===== config.mk =====
export PLATFORM = sky130hd
export DESIGN_NAME = i2c_master_transaction_sequencer
export DESIGN_NICKNAME = d
export VERILOG_FILES = /design/src/design/i2cms_pkg.sv /design/src/design/i2cms_buffer.sv /design/src/design/i2cms_ctrl.sv /design/src/design/i2c_master_transaction_sequencer.sv
export VERILOG_INCLUDE_DIRS = /design/src /design/src/design
export SDC_FILE = /design/constraint.sdc
export NUM_CORES = 1
export LEC_CHECK = 0
export ABC_AREA = 1
export BUFFER_PORTS_ARGS = -buffer_cell sky130_fd_sc_hd__buf_2
export CAP_MARGIN = 20
export CORE_MARGIN = 1.5
export CORE_UTILIZATION = 55
export CTS_BUF_LIST = sky130_fd_sc_hd__clkbuf_4 sky130_fd_sc_hd__clkbuf_8
export DETAILED_ROUTE_END_ITERATION = 7
export MAX_ROUTING_LAYER = met4
export PLACE_DENSITY_LB_ADDON = 0.15
export SETUP_SLACK_MARGIN = 0.4
export SLEW_MARGIN = 0
export SYNTH_ARGS = -nofsm -noshare
export SYNTH_HDL_FRONTEND = slang
export SYNTH_SLANG_ARGS = --single-unit

===== constraint.sdc =====
create_clock -name aclk -period 3.7 [get_ports aclk]
set_input_delay 0.185 -clock aclk [delete_from_list [all_inputs] [get_ports aclk]]
set_output_delay 0.185 -clock aclk [all_outputs]
set_load 0.02 [all_outputs]

===== src/design/i2c_master_transaction_sequencer_defines.svh =====
// ----------------------------------------------------------------------------
// i2c master transaction sequencer assertion macros
// concurrent assertion helpers used by the sequencer controller (i2cms_ctrl)
// ----------------------------------------------------------------------------
`ifndef I2C_MASTER_TRANSACTION_SEQUENCER_DEFINES_SVH
`define I2C_MASTER_TRANSACTION_SEQUENCER_DEFINES_SVH

// property that must hold on every clock edge outside reset
`define I2CMS_ASSERT(label, clk, rstn, prop) \
    label: assert property (@(posedge clk) disable iff (!rstn) (prop)) \
        else $error("i2cms assertion failed");

// antecedent implies consequent on the following clock edge
`define I2CMS_ASSERT_NEXT(label, clk, rstn, ante, cons) \
    label: assert property (@(posedge clk) disable iff (!rstn) (ante) |=> (cons)) \
        else $error("i2cms assertion failed");

`endif


===== src/design/i2cms_pkg.sv =====
// ----------------------------------------------------------------------------
// i2cms_pkg
// types and constants shared by the i2c master transaction sequencer
// ----------------------------------------------------------------------------
package i2cms_pkg;

    // buffer geometry
    localparam int BUFFER_DEPTH = 32;
    localparam int BUF_AW       = $clog2(BUFFER_DEPTH);
    localparam logic [7:0] DEPTH_LEN = 8'(BUFFER_DEPTH);
    localparam logic [5:0] DEPTH_IDX = 6'(BUFFER_DEPTH);

    // item kinds on the input channel
    typedef enum logic [1:0] {
        CMD_LOAD_BYTE  = 2'd0,
        CMD_START_XFER = 2'd1,
        CMD_BUS_EVENT  = 2'd2,
        CMD_READ_BYTE  = 2'd3
    } item_cmd_t;

    // commands for the byte-level bus core
    typedef enum logic [2:0] {
        BUS_NONE        = 3'd0,
        BUS_START_WRITE = 3'd1,
        BUS_WRITE       = 3'd2,
        BUS_READ        = 3'd3,
        BUS_STOP        = 3'd4,
        BUS_START       = 3'd5
    } bus_cmd_t;

    // completion status codes
    typedef enum logic [2:0] {
        ST_OK        = 3'd0,
        ST_TOO_LONG  = 3'd1,
        ST_ADDR_NACK = 3'd2,
        ST_DATA_NACK = 3'd3,
        ST_OTHER     = 3'd4
    } status_t;

    typedef struct packed {
        item_cmd_t  command;
        logic [4:0] buffer_slot;
        logic [7:0] byte_value;
        logic [6:0] target_address;
        logic       read_not_write;
        logic [7:0] transfer_length;
        logic       end_with_stop;
        logic       arbitration_lost;
        logic       ack_missing;
        logic [7:0] received_byte;
    } in_item_t;

    typedef struct packed {
        bus_cmd_t   bus_command;
        logic [7:0] bus_tx_byte;
        logic       transfer_done;
        status_t    done_status;
        logic [5:0] bytes_moved;
        logic [7:0] buffer_byte;
        logic       busy_res;
    } out_item_t;

    // buffer access request from the controller
    typedef struct packed {
        logic              we;
        logic [BUF_AW-1:0] waddr;
        logic [7:0]        wdata;
        logic [BUF_AW-1:0] raddr;
    } buf_req_t;

endpackage


===== src/design/i2cms_buffer.sv =====
// ----------------------------------------------------------------------------
// i2cms_buffer
// transfer byte buffer: one write port, one asynchronous read port
// ----------------------------------------------------------------------------
module i2cms_buffer (
    input  logic                aclk,
    input  i2cms_pkg::buf_req_t req,
    output logic [7:0]          rdata
);

    logic [7:0] mem_reg [i2cms_pkg::BUFFER_DEPTH];

    // write port, contents undefined until written
    always_ff @(posedge aclk) begin
        if (req.we) begin
            mem_reg[req.waddr] <= req.wdata;
        end
    end

    // read port
    assign rdata = mem_reg[req.raddr];

endmodule


===== src/design/i2cms_ctrl.sv =====
// ----------------------------------------------------------------------------
// i2cms_ctrl
// transfer state and next bus command for one item per cycle while en is high
// ----------------------------------------------------------------------------
`include "i2c_master_transaction_sequencer_defines.svh"

module i2cms_ctrl (
    input  logic                 aclk,
    input  logic                 aresetn,
    input  logic                 en,
    input  i2cms_pkg::in_item_t  item,
    input  logic [7:0]           buf_rdata,
    output i2cms_pkg::buf_req_t  buf_req,
    output i2cms_pkg::out_item_t result
);

    typedef enum logic [1:0] {
        PH_READY = 2'd0,
        PH_WRITE = 2'd1,
        PH_READ  = 2'd2
    } phase_t;

    phase_t              phase_reg, phase_next;
    logic                stop_at_end_reg, stop_at_end_next;
    logic                rs_pending_reg, rs_pending_next;
    logic                addr_phase_reg, addr_phase_next;
    logic [5:0]          byte_index_reg, byte_index_next;
    logic [5:0]          byte_count_reg, byte_count_next;
    i2cms_pkg::status_t  fault_code_reg, fault_code_next;

    logic slot_ok;
    logic moved_zero;

    assign slot_ok = 8'(item.buffer_slot) < i2cms_pkg::DEPTH_LEN;

    // next state and result for the current item
    always_comb begin
        phase_next       = phase_reg;
        stop_at_end_next = stop_at_end_reg;
        rs_pending_next  = rs_pending_reg;
        addr_phase_next  = addr_phase_reg;
        byte_index_next  = byte_index_reg;
        byte_count_next  = byte_count_reg;
        fault_code_next  = fault_code_reg;
        moved_zero       = 1'b0;

        buf_req.we    = 1'b0;
        buf_req.waddr = item.buffer_slot;
        buf_req.wdata = item.byte_value;
        buf_req.raddr = (item.command == i2cms_pkg::CMD_READ_BYTE) ?
                        item.buffer_slot : byte_index_reg[i2cms_pkg::BUF_AW-1:0];

        result.bus_command   = i2cms_pkg::BUS_NONE;
        result.bus_tx_byte   = 8'd0;
        result.transfer_done = 1'b0;
        result.done_status   = i2cms_pkg::ST_OK;
        result.buffer_byte   = 8'd0;

        case (item.command)
            i2cms_pkg::CMD_LOAD_BYTE: begin
                // loads only while idle so a running transfer keeps its data
                if (phase_reg == PH_READY && slot_ok) begin
                    buf_req.we = 1'b1;
                end
            end
            i2cms_pkg::CMD_START_XFER: begin
                if (item.transfer_length > i2cms_pkg::DEPTH_LEN) begin
                    result.transfer_done = 1'b1;
                    result.done_status   = i2cms_pkg::ST_TOO_LONG;
                    moved_zero           = 1'b1;
                end else if (phase_reg != PH_READY) begin
                    fault_code_next      = i2cms_pkg::ST_OTHER;
                    result.transfer_done = 1'b1;
                    result.done_status   = i2cms_pkg::ST_OTHER;
                    moved_zero           = 1'b1;
                end else begin
                    stop_at_end_next   = item.end_with_stop;
                    fault_code_next    = i2cms_pkg::ST_OK;
                    byte_index_next    = 6'd0;
                    byte_count_next    = item.transfer_length[5:0];
                    addr_phase_next    = 1'b1;
                    result.bus_tx_byte = {item.target_address, item.read_not_write};
                    // after a repeated start the core already holds the bus
                    if (rs_pending_reg) begin
                        rs_pending_next    = 1'b0;
                        result.bus_command = i2cms_pkg::BUS_WRITE;
                    end else begin
                        result.bus_command = i2cms_pkg::BUS_START_WRITE;
                    end
                    phase_next = item.read_not_write ? PH_READ : PH_WRITE;
                end
            end
            i2cms_pkg::CMD_BUS_EVENT: begin
                if (phase_reg != PH_READY) begin
                    if (item.arbitration_lost) begin
                        // release the bus without a command
                        fault_code_next      = i2cms_pkg::ST_OTHER;
                        phase_next           = PH_READY;
                        result.transfer_done = 1'b1;
                        result.done_status   = i2cms_pkg::ST_OTHER;
                    end else if (item.ack_missing) begin
                        if (phase_reg == PH_WRITE) begin
                            fault_code_next = (byte_index_reg == 6'd0) ?
                                              i2cms_pkg::ST_ADDR_NACK :
                                              i2cms_pkg::ST_DATA_NACK;
                        end
                        result.bus_command   = i2cms_pkg::BUS_STOP;
                        phase_next           = PH_READY;
                        result.transfer_done = 1'b1;
                        result.done_status   = fault_code_next;
                    end else begin
                        // ack: next data byte or end of transfer
                        if (phase_reg == PH_WRITE) begin
                            addr_phase_next = 1'b0;
                            if (byte_index_reg < byte_count_reg &&
                                byte_index_reg < i2cms_pkg::DEPTH_IDX) begin
                                result.bus_tx_byte = buf_rdata;
                                byte_index_next    = byte_index_reg + 6'd1;
                                result.bus_command = i2cms_pkg::BUS_WRITE;
                            end
                        end else begin
                            if (addr_phase_reg) begin
                                addr_phase_next = 1'b0;
                            end else if (byte_index_reg < i2cms_pkg::DEPTH_IDX) begin
                                buf_req.we      = 1'b1;
                                buf_req.waddr   = byte_index_reg[i2cms_pkg::BUF_AW-1:0];
                                buf_req.wdata   = item.received_byte;
                                byte_index_next = byte_index_reg + 6'd1;
                            end
                            if (byte_index_next < byte_count_reg) begin
                                result.bus_command = i2cms_pkg::BUS_READ;
                            end
                        end
                        // transfer complete: stop or repeated start
                        if (result.bus_command == i2cms_pkg::BUS_NONE) begin
                            if (stop_at_end_reg) begin
                                result.bus_command = i2cms_pkg::BUS_STOP;
                            end else begin
                                result.bus_command = i2cms_pkg::BUS_START;
                                rs_pending_next    = 1'b1;
                            end
                            phase_next           = PH_READY;
                            result.transfer_done = 1'b1;
                            result.done_status   = fault_code_reg;
                        end
                    end
                end
            end
            i2cms_pkg::CMD_READ_BYTE: begin
                if (slot_ok) begin
                    result.buffer_byte = buf_rdata;
                end
            end
            default: begin
            end
        endcase

        result.bytes_moved = moved_zero ? 6'd0 : byte_index_next;
        result.busy_res    = (phase_next != PH_READY);
    end

    // transfer state
    always_ff @(posedge aclk) begin
        if (!aresetn) begin
            phase_reg       <= PH_READY;
            stop_at_end_reg <= 1'b1;
            rs_pending_reg  <= 1'b0;
            addr_phase_reg  <= 1'b0;
            byte_index_reg  <= 6'd0;
            byte_count_reg  <= 6'd0;
            fault_code_reg  <= i2cms_pkg::ST_OK;
        end else if (en) begin
            phase_reg       <= phase_next;
            stop_at_end_reg <= stop_at_end_next;
            rs_pending_reg  <= rs_pending_next;
            addr_phase_reg  <= addr_phase_next;
            byte_index_reg  <= byte_index_next;
            byte_count_reg  <= byte_count_next;
            fault_code_reg  <= fault_code_next;
        end
    end

    // a repeated start is only pending between transfers
    `I2CMS_ASSERT(a_rs_idle, aclk, aresetn, !rs_pending_reg || phase_reg == PH_READY)
    // the byte index never runs past the programmed length
    `I2CMS_ASSERT(a_idx_bound, aclk, aresetn, byte_index_reg <= byte_count_reg)
    // a rejected over-long start leaves the phase alone
    `I2CMS_ASSERT_NEXT(a_long_keeps, aclk, aresetn,
        en && result.done_status == i2cms_pkg::ST_TOO_LONG,
        phase_reg == $past(phase_reg))

endmodule


===== src/design/i2c_master_transaction_sequencer.sv =====
// path: an accepted item is held in the input register, then moves through the controller into the result register
// throughput: one item per cycle while the result side takes items
// rate is set by the single pass through the controller between input and result registers
// reset: aresetn low clears both valid flags and the transfer state; buffer is not cleared
// ----------------------------------------------------------------------------
// i2c master transaction sequencer
// sequences i2c master read and write transfers above a byte-level bus core
// ----------------------------------------------------------------------------
module i2c_master_transaction_sequencer (
    input  logic        aclk,
    input  logic        aresetn,
    input  logic        s_tvalid,
    output logic        s_tready,
    // buffer_slot, byte_value, target_address, read_not_write, transfer_length,
    // end_with_stop, arbitration_lost, ack_missing, received_byte
    input  logic [39:0] s_tdata,
    // command
    input  logic [1:0]  s_tuser,
    output logic        m_tvalid,
    input  logic        m_tready,
    // bus_tx_byte, transfer_done, done_status, bytes_moved, buffer_byte,
    // busy_res, zero padding
    output logic [31:0] m_tdata,
    // bus_command
    output logic [2:0]  m_tuser
);

    logic                 in_valid_reg;
    i2cms_pkg::in_item_t  in_item_reg, in_item_next;
    logic                 out_valid_reg;
    i2cms_pkg::out_item_t out_item_reg;
    i2cms_pkg::out_item_t result;
    i2cms_pkg::buf_req_t  buf_req;
    logic [7:0]           buf_rdata;
    logic                 advance;

    // unpack the input item
    always_comb begin
        in_item_next.command          = i2cms_pkg::item_cmd_t'(s_tuser);
        in_item_next.buffer_slot      = s_tdata[4:0];
        in_item_next.byte_value       = s_tdata[12:5];
        in_item_next.target_address   = s_tdata[19:13];
        in_item_next.read_not_write   = s_tdata[20];
        in_item_next.transfer_length  = s_tdata[28:21];
        in_item_next.end_with_stop    = s_tdata[29];
        in_item_next.arbitration_lost = s_tdata[30];
        in_item_next.ack_missing      = s_tdata[31];
        in_item_next.received_byte    = s_tdata[39:32];
    end

    // pipeline flow control
    assign advance  = in_valid_reg && (!out_valid_reg || m_tready);
    assign s_tready = !in_valid_reg || advance;

    // input register
    always_ff @(posedge aclk) begin
        if (!aresetn) begin
            in_valid_reg <= 1'b0;
        end else if (s_tready) begin
            in_valid_reg <= s_tvalid;
        end
    end

    always_ff @(posedge aclk) begin
        if (s_tvalid && s_tready) begin
            in_item_reg <= in_item_next;
        end
    end

    i2cms_ctrl u_ctrl (
        .aclk      (aclk),
        .aresetn   (aresetn),
        .en        (advance),
        .item      (in_item_reg),
        .buf_rdata (buf_rdata),
        .buf_req   (buf_req),
        .result    (result)
    );

    i2cms_buffer u_buffer (
        .aclk  (aclk),
        .req   ('{we: buf_req.we && advance, waddr: buf_req.waddr,
                  wdata: buf_req.wdata, raddr: buf_req.raddr}),
        .rdata (buf_rdata)
    );

    // result register
    always_ff @(posedge aclk) begin
        if (!aresetn) begin
            out_valid_reg <= 1'b0;
        end else if (advance) begin
            out_valid_reg <= 1'b1;
        end else if (m_tready) begin
            out_valid_reg <= 1'b0;
        end
    end

    always_ff @(posedge aclk) begin
        if (advance) begin
            out_item_reg <= result;
        end
    end

    // pack the result item
    assign m_tvalid = out_valid_reg;
    assign m_tuser  = out_item_reg.bus_command;
    assign m_tdata  = {5'd0,
                       out_item_reg.busy_res,
                       out_item_reg.buffer_byte,
                       out_item_reg.bytes_moved,
                       out_item_reg.done_status,
                       out_item_reg.transfer_done,
                       out_item_reg.bus_tx_byte};

endmodule

Yosys cells after proc, flatten, opt, wreduce, memory -nomap -nowiden. Memories as Yosys holds them, arrays and structs flattened. Index checks and enable logic that the tools add are counted.

Bits in registers: 94. Memory bits (writable): 256. Input bits: 46. Output and inout port bits: 37. Word-level logic and storage cells: 151. Memories kept: 1.

Memory list: u_buffer.mem_reg (depth 32, bits a word 8, read ports 1, clocked after Yosys merged registers in 0, write ports 1, line i2cms_buffer.sv:11) `logic [7:0] mem_reg [i2cms_pkg::BUFFER_DEPTH];`.

Add/sub/neg operators: 1. $lt $le $gt $ge: 4. Equality and inequality tests: 12. Mux-type cells: 85. Bitwise operators: 2. Reductions and logical operators: 20.

Operator list (count): $mux W14 (6); $mux W6 (14); $mux W3 (13); $mux W10 (3); $pmux W15 S2 (1); $mux W1 (22); $mux W4 (5); $mux W2 (9); $mux W8 (2); $mux W15 (1); $mux W13 (1); $lt A6 B6 Y1 (2); $pmux W6 S2 (1); $mux W11 (1); $ne A2 B2 Y1 const B (5); $reduce_and A9 Y1 (1); $gt A8 B6 Y1 const B (1); $reduce_bool A2 Y1 (4); $reduce_and A7 Y1 (1); $add A6 B1 Y6 const B (1); $logic_not A6 Y1 (1); $lt A6 B6 Y1 const B (1); $pmux W1 S2 (3); $pmux W3 S2 (1); other kinds (14) (24).

Logic depth before layout (Yosys ltp).
Word-level depth: 22. Depth in mapped cells: 16. Depth with buffers taken out: 15.

By module. From an unflattened synthesis, not the netlist that was laid out.

Cells, all modules: 1406. Area total of the unflattened synthesis: 15379.8 um^2.

Modules (own cells, without submodules): i2cms_buffer (times used 1, cells each 914, area each 10626.4 um^2); i2cms_ctrl (times used 1, cells each 398, area each 2444.8 um^2); i2c_master_transaction_sequencer (times used 1, cells each 94, area each 2308.5 um^2).

Least setup slack after synthesis. OpenSTA, ideal clock, no wires.

Kind: flip-flop to flip-flop. Start: reg in_item_reg[40] (netlist name). End: mem u_buffer.mem_reg[8][0], enable pin. Setup time: 0.370 ns. Data arrival time: 2.133 ns. Required time: 3.330 ns. Setup slack: 1.197 ns. Stages on the path, launching flop included: 14. Path buffers: 1. Clock period less this slack: 2.503 ns. Cells stage by stage: edfxtp_1 inv_1 ha_1 inv_1 nor2_4 inv_2 nor3_4 buf_4 or2_2 o21ai_2 inv_2 nor2_2 nand2_1 nor2_1.

Longest elaborated chain between the ends: 5. Elaborated cells on any way between the ends: 7. Classes of those cells: eq/ne: 1; mux: 4; reduce/logical: 2.

RTL lines: from (decl) (line i2c_master_transaction_sequencer.sv:29) `i2cms_pkg::in_item_t in_item_reg, in_item_next;`; from (signal assigned) (line i2c_master_transaction_sequencer.sv:66) `in_item_reg <= in_item_next;`; $eq A2 B2 Y1 or $logic_not A2 Y1 (tied branches) (line i2cms_ctrl.sv:59) `case (item.command)`; $pmux W1 S2 (line i2cms_ctrl.sv:59); $logic_and A1 B1 Y1 (line i2c_master_transaction_sequencer.sv:82) `.req ('{we: buf_req.we && advance, waddr: buf_req.waddr,`; $mux W1 (line i2cms_buffer.sv:15) `if (req.we) begin`; $mux W1 (not written as such) (line i2cms_buffer.sv:16) `mem_reg[req.waddr] <= req.wdata;`; to (decl) (line i2cms_buffer.sv:11).

Parallel ways exist; a longest one is shown, timed or not.

Worst setup path after layout.
Start: reg in_item_reg[40] (netlist name). End: mem u_buffer.mem_reg[28][6], enable pin.

The elaborated chain is that of the path after synthesis.

==> impl_metrics.csv <==
group,metric,value,unit
run_status,outcome,"complete, no violations",
floorplan,rows,60,
worst_setup_path,worst-path-max-fanout,14,
sta,hold_viol,0,
worst_setup_path,crit_path_start_kind,"flip-flop",
min_path,hp-class,"in -> reg",
place,io_buffers,77,
worst_setup_path,crit_type,"reg -> reg",
routing,num_vias,10391,
worst_setup_path,worst_ep_arrival_time,3420,ps
clock_tree,cts_tree,"built",
routing,first_pass_iters,5,
global_routing,grt_pass1_wl,59220,microns
global_routing,grt-ovfl-total,0,
finish,nets,1514,
sta,setup_viol,0,
synth,synth_top_area_share,66.08,%
finish,layout_common_cells,"edfxtp_1 (328), nor2_1 (210), nand2_1 (148)",
floorplan,dieWidth,167.6,microns
clock_tree,cts.sink_count,350,
min_path,min-delay-start,"s_tdata[19]",
power,vdd_drop_max,0.4027,mV
clock_tree,cts-root-buf,"clkbuf_8",
floorplan,core-area,26800,sq um
sta,rsz0062_at_grt,"true",
finish,layout_commonest_cell,"edfxtp_1",
power,p_leak,6.234,nW
clock_tree,cts.clk_slew.worst_paths,60,ps
place,gp_congestion,0.9499,
clock_tree,clock_tree.buffer_depth,3,
floorplan,start_util,55.62,%
synth,ys.flop_type,"edfxtp_1",
sta,finalCritPeriodShare,86.95,%
synth,ys_types,38,
routing,drc,0,
routing,wl_per_cell,21.31,microns
synth,synth_xor_xnor_area_share,0.1763,%
place,pre_cts_slack,439.6,ps
synth,syn_inst,1293,
global_routing,grt_pass1_vias,10392,
synth,ys_warn_count,0,
routing,antenna_left,0,
global_routing,grt_use_total,29.04,%
floorplan,die_area,28100,sq um
synth,synth-edff-count,328,
synth,synth-compound-area-share,10.59,%
finish,antennaDiodeCount,0,
sta,fin_ws,483.0,ps
worst_setup_path,reg2reg_from,"in_item_reg[40]",
global_routing,grt_max_degree,129,
clock_tree,clk_latency,580,ps
place,dp_hpwl,23880,microns
synth,synth_area_leaders,"edfxtp_1 (66%), nor2_1 (5.6%), o21ai_0 (4.2%)",
synth,yosys.area_share.simple,14.45,%
finish,largest_register_ffs,256,
clock_tree,htreeDepth,2,
synth,syn_avg_cell_area,11.53,sq um
worst_setup_path,crit_path_max_incr_delay,670,ps
worst_setup_path,cp_slowest_cell,"nor2_1",
worst_setup_path,path_cells,"inv_1 -> ha_1 -> inv_1 -> nor2_4 -> inv_2 -> nor3_4 -> buf_4 -> inv_2 -> o21ai_1 -> nand3_2 -> nor2_1",
flow_run,maxCapViolCount,0,
synth,async_reset_ff_share,0,%
finish,drive_above_1_share,16.86,%
routing,viasPerCell,5.678,
power,power_density,488.9,nW/um^2
worst_setup_path,crit_path_end_kind,"flip-flop",
sta,holdWs,311.3,ps
sta,tns,0,ps
sta,worstMarginPinSlew,821.8,ps
finish,area_growth,16.17,%
worst_setup_path,startpoint,"in_item_reg[40]",
floorplan,num_io_pins,83,
sta,clock-skew-final,14.99,ps
synth,netlist_area,14910,sq um
global_routing,antenna_found_initial,0,
routing,wl,39000,microns
synth,synth_adder_area_share,1.427,%
routing,drt_iter0_drc,1262,
sta,drv_slew,0,
synth,synth_top_family_by_area,"simple AND/OR/NAND/NOR gates",
clock_tree,numCtsBuffers,55,
sta,relSlewSlack,44.84,%
floorplan,fp.dieH,167.6,microns
synth,ys_ff_latch,350,
synth,yosysSeqAreaShare,69.03,%
sta,fmaxAchievable,0.3108,GHz
finish,nFillCells,2063,
synth,muxShareOfSynthArea,0,%
synth,yosysTopAreaCell,"edfxtp_1",
sta,layout_min_cycle_time,3217,ps
worst_setup_path,cp_data_required_time,3900,ps
worst max-delay path, delay by kind of cell, from the launching register on:
kind | cells | cell delay (ps)
AO/OA/AOI/OAI | 1 | 290
adder cells (fa/ha/maj) | 1 | 200
buffers and inverters | 5 | 690
flip-flops | 1 | 430
AND/OR/NAND/NOR | 4 | 1240
cells in the mapped netlist (all sizes together), types with 22 or more instances:
| library cell | n |
|---|---|
| o21ai | 155 |
| edfxtp | 328 |
| dfxtp | 22 |
| clkbuf | 28 |
| nand2 | 151 |
| o211ai | 40 |
| buf | 39 |
| o21bai | 24 |
| nor2 | 228 |
| a21oi | 45 |
| inv | 71 |
| nand3 | 117 |
metrics by stage:
stage	utilization, %	cells	cell area, sq um	power, mW
2_1_floorplan	-	1297	14920	5.057
3_3_place_gp	58.64	1687	15720	5.355
3_5_place_dp	58.64	1687	15720	5.363
4_1_cts	64.25	1828	17220	8.468
5_1_grt	64.61	1830	17320	8.762
6_report	64.61	1830	17320	8.466
repair_timing:
item	4_1_cts	5_1_grt
hold endpoints to repair	56	0
setup buffers	0	0
hold buffers	46	0
setup endpoints to repair	0	129
gates resized for setup	0	14
worst paths after layout:
kind,cells after the start,to,slack [ps]
max,11,u_buffer.mem_reg[28][6],480
max reg2reg,11,u_buffer.mem_reg[28][6],480
min,2,in_item_reg[26],310
min reg2reg,2,u_ctrl.rs_pending_reg,470
cells by family (layout without fill, tap and decap cells):
family,Yosys count,count (layout)
fa+ha+maj,17,17
simple gates,509,509
buf+inv,139,331
flops,350,350
xor+xnor,3,3
other cells,1,5
compound gates,274,274
layer usage:
layer / vias to the layer above / GRT usage (%) / share of wire (%)
met4: 0 / 11.75 / 3.5
met1: 4950 / 37.36 / 41
li1: 4906 / - / -
met3: 78 / 7.280 / 8.9
met2: 457 / 44.42 / 46
met5: - / - / 0
power breakdown:
| group | switching [mW] | internal, mW |
|---|---|---|
| combinational | 0.640 | 0.280 |
| sequential | 0.0315 | 4.39 |
| clock | 1.44 | 1.68 |
| total | 2.11 | 6.35 |
layout make-up:
class                      instances  area, sq um  area share (%)
sequential                       350        10290           59.43
multi-input combinational        808         4044           23.35
timing repair buffer             164         1236           7.139
clock buffer                      79        974.7           5.629
tap                              341        426.7           2.464
inverter                          72        274.0           1.582
clock inverter                    16        70.07          0.4047
No activity file was read; power rests on OpenSTA's default activity.
